## config.mk

```make
export PLATFORM = sky130hd
export DESIGN_NAME = npc_dist_unit
export DESIGN_NICKNAME = d
export VERILOG_FILES = /design/src/sv/nearest_palette_color_defines.svh /design/src/sv/npc_pkg.sv /design/src/sv/npc_dist_unit.sv
export SDC_FILE = /design/constraint.sdc
export NUM_CORES = 1
export LEC_CHECK = 0
export BUFFER_PORTS_ARGS = -buffer_cell sky130_fd_sc_hd__buf_2
export CAP_MARGIN = 30
export CORE_UTILIZATION = 35
export DETAILED_ROUTE_END_ITERATION = 16
export GPL_TIMING_DRIVEN = 1
export SKIP_LAST_GASP = 1
export SLEW_MARGIN = 0
export SYNTH_ARGS = -nofsm -noshare
export SYNTH_HDL_FRONTEND = slang
export SYNTH_SLANG_ARGS = --single-unit
```

## constraint.sdc

```tcl
create_clock -name clk -period 12.1 [get_ports clk]
set_input_delay 0.605 -clock clk [delete_from_list [all_inputs] [get_ports clk]]
set_output_delay 0.605 -clock clk [all_outputs]
set_load 0.01 [all_outputs]
```

## src/sv/nearest_palette_color_defines.svh

```systemverilog
// ----------------------------------------------------------------------------
// nearest_palette_color_defines
// Assertion macros for the palette search block; empty when SYNTH is set.
// ----------------------------------------------------------------------------
`ifndef NEAREST_PALETTE_COLOR_DEFINES_SVH
`define NEAREST_PALETTE_COLOR_DEFINES_SVH

`ifndef SYNTH
// antecedent implies consequent in the same cycle
`define NPC_ASSERT_IMP(label, clk, rst_n, ante, cons) \
  label: assert property (@(posedge clk) disable iff (!rst_n) (ante) |-> (cons)) \
    else $error("nearest_palette_color: assertion failed");
// antecedent implies consequent in the next cycle
`define NPC_ASSERT_NXT(label, clk, rst_n, ante, cons) \
  label: assert property (@(posedge clk) disable iff (!rst_n) (ante) |=> (cons)) \
    else $error("nearest_palette_color: assertion failed");
`else
`define NPC_ASSERT_IMP(label, clk, rst_n, ante, cons)
`define NPC_ASSERT_NXT(label, clk, rst_n, ante, cons)
`endif

`endif

```

## src/sv/npc_pkg.sv

```systemverilog
// ----------------------------------------------------------------------------
// npc_pkg
// Shared types and constants of the nearest palette colour search.
// ----------------------------------------------------------------------------
`default_nettype none

package npc_pkg;

  localparam int unsigned PALETTE_DEPTH_DEF = 256;
  localparam int unsigned INDEX_LIMIT       = 256;

  localparam int unsigned CW = 8;   // colour component width
  localparam int unsigned IW = 8;   // palette index width
  localparam int unsigned DW = 18;  // squared distance width

  localparam logic [DW-1:0] MAX_DIST = 18'd195075;

  localparam logic OP_LOAD     = 1'b0;
  localparam logic OP_CLASSIFY = 1'b1;

  // one distance result from the shared unit
  typedef struct packed {
    logic          valid;
    logic [IW-1:0] idx;
    logic [DW-1:0] dist_sq;
  } npc_dist_t;

endpackage

`default_nettype wire

```

## src/sv/npc_dist_unit.sv

```systemverilog
// ----------------------------------------------------------------------------
// npc_dist_unit
// Shared squared-distance pipeline: absolute differences, squares, sum.
// ----------------------------------------------------------------------------
`default_nettype none

module npc_dist_unit (
  input  wire logic                      clk,
  input  wire logic                      rst_n,
  input  wire logic                      in_valid,
  input  wire logic [npc_pkg::IW-1:0]    in_idx,
  input  wire logic [23:0]               entry,
  input  wire logic [23:0]               pixel,
  output logic                           busy,
  output npc_pkg::npc_dist_t             res
);

  import npc_pkg::*;

  logic          s1_valid_r;
  logic [IW-1:0] s1_idx_r;
  logic [CW-1:0] s1_dr_r, s1_dg_r, s1_db_r;
  logic          s2_valid_r;
  logic [IW-1:0] s2_idx_r;
  logic [15:0]   s2_sr_r, s2_sg_r, s2_sb_r;
  logic          s3_valid_r;
  logic [IW-1:0] s3_idx_r;
  logic [DW-1:0] s3_dist_r;

  function automatic logic [CW-1:0] abs_diff(input logic [CW-1:0] a, input logic [CW-1:0] b);
    abs_diff = (a > b) ? (a - b) : (b - a);
  endfunction

  always_ff @(posedge clk) begin
    if (!rst_n) begin
      s1_valid_r <= 1'b0;
      s2_valid_r <= 1'b0;
      s3_valid_r <= 1'b0;
    end else begin
      s1_valid_r <= in_valid;
      s2_valid_r <= s1_valid_r;
      s3_valid_r <= s2_valid_r;
    end
  end

  always_ff @(posedge clk) begin
    s1_idx_r  <= in_idx;
    s1_dr_r   <= abs_diff(entry[23:16], pixel[23:16]);
    s1_dg_r   <= abs_diff(entry[15:8],  pixel[15:8]);
    s1_db_r   <= abs_diff(entry[7:0],   pixel[7:0]);
    s2_idx_r  <= s1_idx_r;
    s2_sr_r   <= {8'd0, s1_dr_r} * {8'd0, s1_dr_r};
    s2_sg_r   <= {8'd0, s1_dg_r} * {8'd0, s1_dg_r};
    s2_sb_r   <= {8'd0, s1_db_r} * {8'd0, s1_db_r};
    s3_idx_r  <= s2_idx_r;
    s3_dist_r <= DW'(s2_sr_r) + DW'(s2_sg_r) + DW'(s2_sb_r);
  end

  assign busy = s1_valid_r | s2_valid_r;
  assign res  = {s3_valid_r, s3_idx_r, s3_dist_r};

endmodule

`default_nettype wire

```

[Word level (Yosys, flattened, before mapping)]
Cells that the tools add are included.
W data, S select, Z words.
Word-level totals
  register bits: 117
  word-level logic and storage cells: 31
  input port bits: 59
  output and inout port bits: 28
Operators by class
  order comparisons: 3
  bitwise operators: 1
  multiplexer cells: 3
  multiply operators: 3
  add/subtract/negate cells: 8
Operator list (number)
  $mul A8 B8 Y16: 3
  $sub A8 B8 Y8: 6
  $gt A8 B8 Y1: 3
  $mux W8: 3
  $add A17 B16 Y18: 1
  $add A16 B16 Y17: 1
  $or A1 B1 Y1: 1

[Longest topological paths before layout]
Gate-level depths: netlist of run 1.
  word-level depth: 2
  depth in mapped cells: 17
  gate-level depth less buffers: 16

[Worst setup path before layout of run 1]
OpenSTA, ideal clock, no wires.
  path kind: reg-to-reg
  from: register s1_dr_r[2]
  to: register s2_sr_r[13]
  path buffers: 1
  slack: 7.827 ns
  data required time: 12.028 ns
  setup time: 0.072 ns
  cell stages (with the launch flop): 15
  period minus slack after synthesis: 4.273 ns
  arrival: 4.201 ns
  cell sequence: dfxtp_1 > clkbuf_1 > and2_1 > fa_1 > fa_1 > inv_1 > fa_1 > fa_1 > inv_1 > ha_1 > o21a_1 > a2111o_1 > a31o_1 > a21oi_2 > xnor2_1
On the way
  word-level cells in the longest chain between the ends: 1
Ends and longest elaborated chain
  from (decl): RTL line npc_dist_unit.sv:22  | logic [CW-1:0] s1_dr_r, s1_dg_r, s1_db_r;
  from (signal assigned): RTL line npc_dist_unit.sv:48  | s1_dr_r <= abs_diff(entry[23:16], pixel[23:16]);
  $mul A8 B8 Y16: RTL line npc_dist_unit.sv:52  | s2_sr_r <= {8'd0, s1_dr_r} * {8'd0, s1_dr_r};
  to (signal assigned): RTL line npc_dist_unit.sv:52
  to (decl): RTL line npc_dist_unit.sv:25  | logic [15:0] s2_sr_r, s2_sg_r, s2_sb_r;
Every way passes these cells.
A chain may end at the register's enable or synchronous reset.

[Worst setup path after layout of run 1]
  from: register s1_dr_r[5]
  to: register s2_sr_r[13]
The elaborated chain is that of the path after synthesis.

==> metrics.md, run 1 <==
| Metric | Value |
|---|---|
| Vias in the first global route | slightly above 7000 |
| Sequential share of the synthesized area | 22.5% |
| Syn Inst Count | between 1000 and 1500 |
| Total CTS buffers | 17 |
| Global placer's final weighted congestion | between 0.8 and 0.9 |
| Final Critical Period | about 4400 ps |
| Crit end category | flip-flop |
| CTS Buffer Depth | 2 |
| Final wirelength | about 18 mm |
| Antenna Violating Nets Remaining | 0 |
| WP data required | between 10000 and 15000 ps |
| Final Hold Vio Count | 0 |
| Clock root buffer master | clkbuf_16 |
| Seq cells post-synth | roughly 110 |
| Worst Setup Path Type | reg2reg |
| TNS Setup | 0 ps |
| Die ar. | 29600 sq um |
| Setup violations, final | 0 |
| RSZ-0062 raised after global routing | no |
| Die H | between 150 and 200 um |
| Post-CTS Setup Bufs | 0 |
| Fill cell count | 2746 |
| Initial antenna violation count | 0 |
| Distinct cells, synth | 57 |
| PortBufs | 86 |
| Post-synth EDFFs | 0 |
| GRT Util Overall | 13.5% |
| Via count | about 7100 |
| Non-Filler Instances | ~1500 |
| Max H-tree Level | 4 |
| Synth Flop Type | dfxtp_1 |
| Max Fanout on Critical Path | 8 |
| Max-cap viol count | 0 |
| Largest net degree at the start of global routing | 17 |
| Syn Std Cell Area | 10100 sq um |
| Final core utilization | approximately two fifths |
| Clock transition at path regs | around 60 ps |
| Clk_skew | 17.1 ps |
| Max-slew violations | 0 |
| Final Net Count | ~1400 |
| Core Area | 28200 sq um |
| Post-DP HPWL | between 15 and 20 mm |
| Avg WL per Cell | 12.0 um |
| Crit start category | flip-flop |
| First-pass GRT wire length | around 32 mm |
| Worst skew pair latency | 420 ps |
| IO Count | between 80 and 90 |
| CP arrival | approximately 4800 ps |
| Max Clk Rate | between 200 and 250 MHz |
| TritonCTS clock tree | done |
| Synth Area per Inst | 9.65 sq um |
| GRT overflow | 0 |
| Clock Sinks | 114 |
| DR vias/cell | about 4.6 |
| Fraction of layout cells with a size suffix above 1 | between 10% and 20% |
| Diode count | 0 |
| Hold-fix buffers, CTS | 0 |
| Initial core utilization | 36.0% |
| Drc violations | 0 |
| Tcrit/Tclk final | a little over a third |
| Status | finished, final reports clean |
| Post-synth ARST share | 0% |
| Dpl cells | 1503 |
| Layout area overhead | 14.3% |
| Rows | 61 |
| CTS resizes | 0 |
| YS warnings | 0 |
| DR pass1 iterations | 4 |
| Initial drt markers | between 200 and 300 |
| Width of the die | ~170 um |
| HP Class | in2reg |
## area by class of cell
| class | instances | area, sq um | area share (%) |
|---|---|---|---|
| Multi-Input combinational cell | 737 | 7080 | 61.1 |
| Sequential cell | 114 | 2280 | 19.7 |
| Inverter | 188 | 706 | 6.09 |
| Tap cell | 378 | 473 | 4.08 |
| Timing Repair Buffer | 86 | 430 | 3.72 |
| Clock buffer | 17 | 425 | 3.67 |
| Clock inverter | 15 | 186 | 1.61 |
## per-stage QoR
stage / setup WS (ps) / hold WS, ps / area, sq um
floorplan: 7830 / 310 / 10100
global placement: 7760 / 311 / 11000
finish: 7660 / 286 / 11600
CTS: 7670 / 270 / 11600
detailed placement: 7700 / 312 / 11000
global route: 7420 / 267 / 11600
## path summary, 6_finish.rpt
| path | start | to | slack (ps) | cells after the start |
|---|---|---|---|---|
| max | s1_dr_r[5]$_DFF_P_ | s2_sr_r[13]$_DFF_P_ | 7660 | 14 |
| min | in_idx[7] | s1_idx_r[7]$_DFF_P_ | 290 | 1 |
| max reg2reg | s1_dr_r[5]$_DFF_P_ | s2_sr_r[13]$_DFF_P_ | 7660 | 14 |
| min reg2reg | s1_idx_r[1]$_DFF_P_ | s2_idx_r[1]$_DFF_P_ | 320 | 0 |
## synth_stat cells (3+ instances only)
library cell | n | area [sq um]
a211oi_1 | 13 | 97.6
a21boi_0 | 3 | 22.5
a21o_1 | 14 | 105
a21oi_1 | 47 | 235
a21oi_2 | 4 | 35.0
a221oi_1 | 5 | 43.8
a221oi_2 | 3 | 45.0
a31o_2 | 4 | 35.0
and2_1 | 73 | 457
and2_4 | 3 | 26.3
and3_1 | 6 | 37.5
buf_6 | 3 | 33.8
clkbuf_1 | 9 | 33.8
dfxtp_1 | 114 | 2280
fa_1 | 97 | 1940
ha_1 | 148 | 1850
inv_1 | 188 | 706
mux2i_1 | 24 | 240
nand2_1 | 37 | 139
nand2b_1 | 13 | 81.3
nand3_1 | 7 | 35.0
nand4_1 | 6 | 37.5
nor2_1 | 35 | 131
nor2b_1 | 18 | 113
nor3_1 | 6 | 30.0
o211ai_1 | 4 | 30.0
o21a_1 | 4 | 30.0
o21ai_0 | 24 | 120
o21ai_1 | 7 | 35.0
o21ai_4 | 3 | 48.8
o21bai_1 | 7 | 52.6
o22ai_1 | 3 | 18.8
or2_2 | 8 | 50.1
xnor2_1 | 48 | 420
xor2_1 | 31 | 272
## cell usage in the layout (no fill, tap or decap), types with 5 or more instances in the layout
cell / Yosys / layout
nor2b_1: 18 / 18
nand2b_1: 13 / 13
o21ai_0: 24 / 24
inv_6: 0 / 5
o21bai_1: 7 / 7
and3_1: 6 / 6
or2_2: 8 / 8
clkbuf_16: 0 / 17
ha_1: 148 / 148
inv_1: 188 / 188
a211oi_1: 13 / 13
xor2_1: 31 / 31
and2_1: 73 / 73
xnor2_1: 48 / 48
a21oi_1: 47 / 47
mux2i_1: 24 / 24
buf_2: 0 / 86
a221oi_1: 5 / 5
o21ai_1: 7 / 7
nand2_1: 37 / 37
a21o_1: 14 / 14
fa_1: 97 / 97
nor2_1: 35 / 35
inv_8: 0 / 6
nand4_1: 6 / 6
dfxtp_1: 114 / 114
nand3_1: 7 / 7
nor3_1: 6 / 6
## state kept, by name, summed over array words and instances, names as in the netlist, 8 cells and up
signal,cells
s1_db_r,8
s1_dg_r,8
s1_dr_r,8
s1_idx_r,8
s2_idx_r,8
s2_sb_r,15
s2_sg_r,15
s2_sr_r,15
s3_dist_r,18
s3_idx_r,8
## routing by layer
layer  vias up  GRT usage (%)  wire (um)
li1       3594              -          -
met1      3342           17.8       9090
met2       108           22.7       8640
met3        22           1.85        448
met4         0           4.39        297
met5         -              0          0
## critical path: stages, from the launching register on
cell,delay [ps]
dfxtp_1,450
inv_1,150
nor2_1,230
fa_1,480
fa_1,540
inv_1,50
fa_1,500
fa_1,540
inv_1,40
ha_1,300
o21a_1,150
a2111o_1,440
a31o_1,230
a21oi_2,140
xnor2_1,130
## kinds of logic (layout without fill, tap and decap cells)
logic type,Yosys count,in the layout,share of synthesized area [%]
adder cells (fa/ha/maj),245,245,37.4
AND/OR/NAND/NOR,218,218,11.6
buffers and inverters,201,306,7.70
AO/OA/AOI/OAI,168,168,11.5
flip-flops,114,114,22.5
XOR/XNOR,79,79,6.83
multiplexers,24,24,2.37
other,1,3,0.0370
Power of run 1 is left out: the tool's default activity adds up to more than one toggle a clock period on the data nets, which glitch-free logic cannot reach.
==> inputs of run 2 (changes only) <==
clock period = 4 ns   (was 12.1 ns; I/O delays follow)
==> run 2 against run 1 <==
Effect of this change: clock skew fell by 8.3 ps; first-iteration DRC count shrank 16%; register-to-register slack got worse by 7600 ps; core utilization grew 3.8 points; cell count up 6.1%; clock-buffer cell count unchanged; setup slack worse by 7600 ps; critical path depth did not move; highest routed layer unchanged.
==> metrics.md, run 2 (synthesized netlist as in run 1, its figures left out) <==
| Metric | Value |
|---|---|
| Rows | 61 (unchanged) |
| Worst reg2reg path depth | 14 (unchanged) |
| Worst hold path depth | 3 (was 1) |
| TritonCTS clock tree | done (unchanged) |
| HP Class | in2reg (unchanged) |
| Most frequent cells in the layout | inv_1, ha_1, dfxtp_1 (unchanged) |
| Top reg by flops | s3_dist_r (unchanged) |
| Initial drt markers | 231 (was 274) |
| Clock root buffer master | clkbuf_16 (unchanged) |
| Antenna Violating Nets Remaining | 0 (unchanged) |
| Vias in the first global route | 7431 (was 7156) |
| DR pass1 iterations | 5 (was 4) |
| GRT overflow | 0 (unchanged) |
| Worst Setup Path Type | reg2reg (unchanged) |
| Slowest library cell on the worst path | fa_1 (unchanged) |
| Status | finished, final reports clean (unchanged) |
| Die ar. | 29600 sq um (unchanged) |
| Metal2 WL | 9.48 mm (was 8.64 mm) |
| IO Count | 87 (unchanged) |
| CP cell instances | and2_4, ha_4, or2_4, fa_1, fa_1, inv_2, fa_1, inv_2, ha_4, o21a_4, a2111o_1, a31o_1, a21oi_2, xnor2_1 (was inv_1, nor2_1, fa_1, fa_1, inv_1, fa_1, fa_1, inv_1, ha_1, o21a_1, a2111o_1, a31o_1, a21oi_2, xnor2_1) |
| Worst path max stage delay | 560 ps (was 540 ps) |
| Drc violations | 0 (unchanged) |
| Crit end category | flip-flop (unchanged) |
| Number of flip-flops in the largest register | 18 (unchanged) |
| Max Clk Rate | 255 MHz (was 225 MHz) |
| Initial antenna violation count | 0 (unchanged) |
| Total CTS buffers | 17 (unchanged) |
| Top Layer Used | met4 (unchanged) |
| Core Area | 28200 sq um (unchanged) |
| CP arrival | 4240 ps (was 4770 ps) |
| CTS Buffer Depth | 2 (unchanged) |
| PortBufs | 86 (unchanged) |
| Crit start category | flip-flop (unchanged) |
| Global placer's final weighted congestion | 0.841 (was 0.820) |
| Clock Sinks | 114 (unchanged) |
| Final wirelength | 19.7 mm (was 18.5 mm) |
| Place WS | -61.5 ps (was 7700 ps) |
| Avg WL per Cell | 12.1 um (was 12.0 um) |
| Setup violations, final | 0 (unchanged) |
| Most common cell after layout, fill and taps aside | inv_1 (unchanged) |
| Tcrit/Tclk final | 98.2% (was 36.7%) |
| WP buf/inv | 2 (was 3) |
| Largest net degree at the start of global routing | 17 (unchanged) |
| GRT Util Overall | 14.0% (was 13.5%) |
| Met3 Wirelength | 396 um (was 448 um) |
| Layout area overhead | 24.9% (was 14.3%) |
| Final Critical Period | 3930 ps (was 4440 ps) |
| Max Fanout on Critical Path | 5 (was 8) |
| Fill cell count | 2694 (was 2746) |
| WP data required | 4310 ps (was 12440 ps) |
| CP dominant cell by count | fa_1 (unchanged) |
| Final Net Count | 1540 (was 1448) |
| Max-cap viol count | 0 (unchanged) |
| Critical path's top delay family | adder cells (unchanged) |
| DR vias/cell | 4.56 (was 4.60) |
| Max H-tree Level | 4 (unchanged) |
| Clk_skew | 8.75 ps (was 17.1 ps) |
| Final WS setup | 72.2 ps (was 7660 ps) |
| Via count | 7429 (was 7066) |
| Width of the die | 172 um (unchanged) |
| Clock transition at path regs | 60 ps (about the same) |
| First-pass GRT wire length | 33.3 mm (was 32.2 mm) |
| Fraction of layout cells with a size suffix above 1 | 25.1% (was 12.8%) |
| RSZ-0062 raised after global routing | yes (was no) |
| Worst skew pair latency | 420 ps (about the same) |
| Max-slew violations | 0 (unchanged) |
| Critical path depth | 14 (unchanged) |
| M1 wire length | 9.52 mm (was 9.09 mm) |
| Post-DP HPWL | 15.9 mm (was 15.1 mm) |
| Final Hold Vio Count | 0 (unchanged) |
| Die H | 172 um (unchanged) |
| Initial core utilization | 36.0% (unchanged) |
run 2: cell types whose count changed in the layout (fill, tap and decap cells not counted), sizes merged:
cell,before,now
clkinvlp,2,3
dlygate4sd3,0,10
buf,86,168
diode,0,2
bufinv,2,1
run 2: through the flow:
stage               hold slack, ps  utilization (%)  TNS [ps]  std cells  area [sq um]
floorplan                      228                -     -13.4       1052         10200
global placement               304             41.1         0       1578         11600
detailed placement             304             41.1      -182       1578         11600
CTS                           85.7             43.7     -12.7       1620         12300
global route                  88.9             44.9      -223       1627         12700
finish                        92.0             44.9         0       1629         12700
run 2: final cells by class:
class | instances | area, sq um | share of cell area (%)
well taps | 378 | 473 | 3.74
clock buffers | 17 | 425 | 3.36
repair buffers | 178 | 1170 | 9.27
flip-flops and latches | 114 | 2320 | 18.3
clock inverters | 15 | 161 | 1.28
diodes | 2 | 5.00 | 0.0395
inverters | 188 | 708 | 5.60
multi-input cells | 737 | 7390 | 58.4
run 2: path summary, 6_finish.rpt:
path,startpoint,end,slack [ps]
max,s1_dr_r[2]$_DFF_P_,s2_sr_r[13]$_DFF_P_,70
min,pixel[8],s1_dg_r[0]$_DFF_P_,90
max reg2reg,s1_dr_r[2]$_DFF_P_,s2_sr_r[13]$_DFF_P_,70
min reg2reg,s1_idx_r[5]$_DFF_P_,s2_idx_r[5]$_DFF_P_,320
run 2: worst min-delay path, delay by kind of cell:
kind | cells | cell delay, ps
adders and majority gates | 1 | 140
buffers and inverters | 2 | 130
run 2: repair_timing:
item                       4_1_cts  5_1_grt
buffers inserted                 0        8
hold buffers                    10        0
cloned                           0        0
setup endpoints to repair        6       14
hold endpoints to repair        11        0
resized for setup               14       87
pin swaps                        7       61
run 2: routing by layer:
layer / GRT usage [%] / vias to the layer above
met2: 24.4 / 89
met1: 17.9 / 3533
met4: 4.12 / 0
met3: 1.90 / 21
met5: 0 / -
li1: - / 3786
Power of run 2 is left out for the same reason.
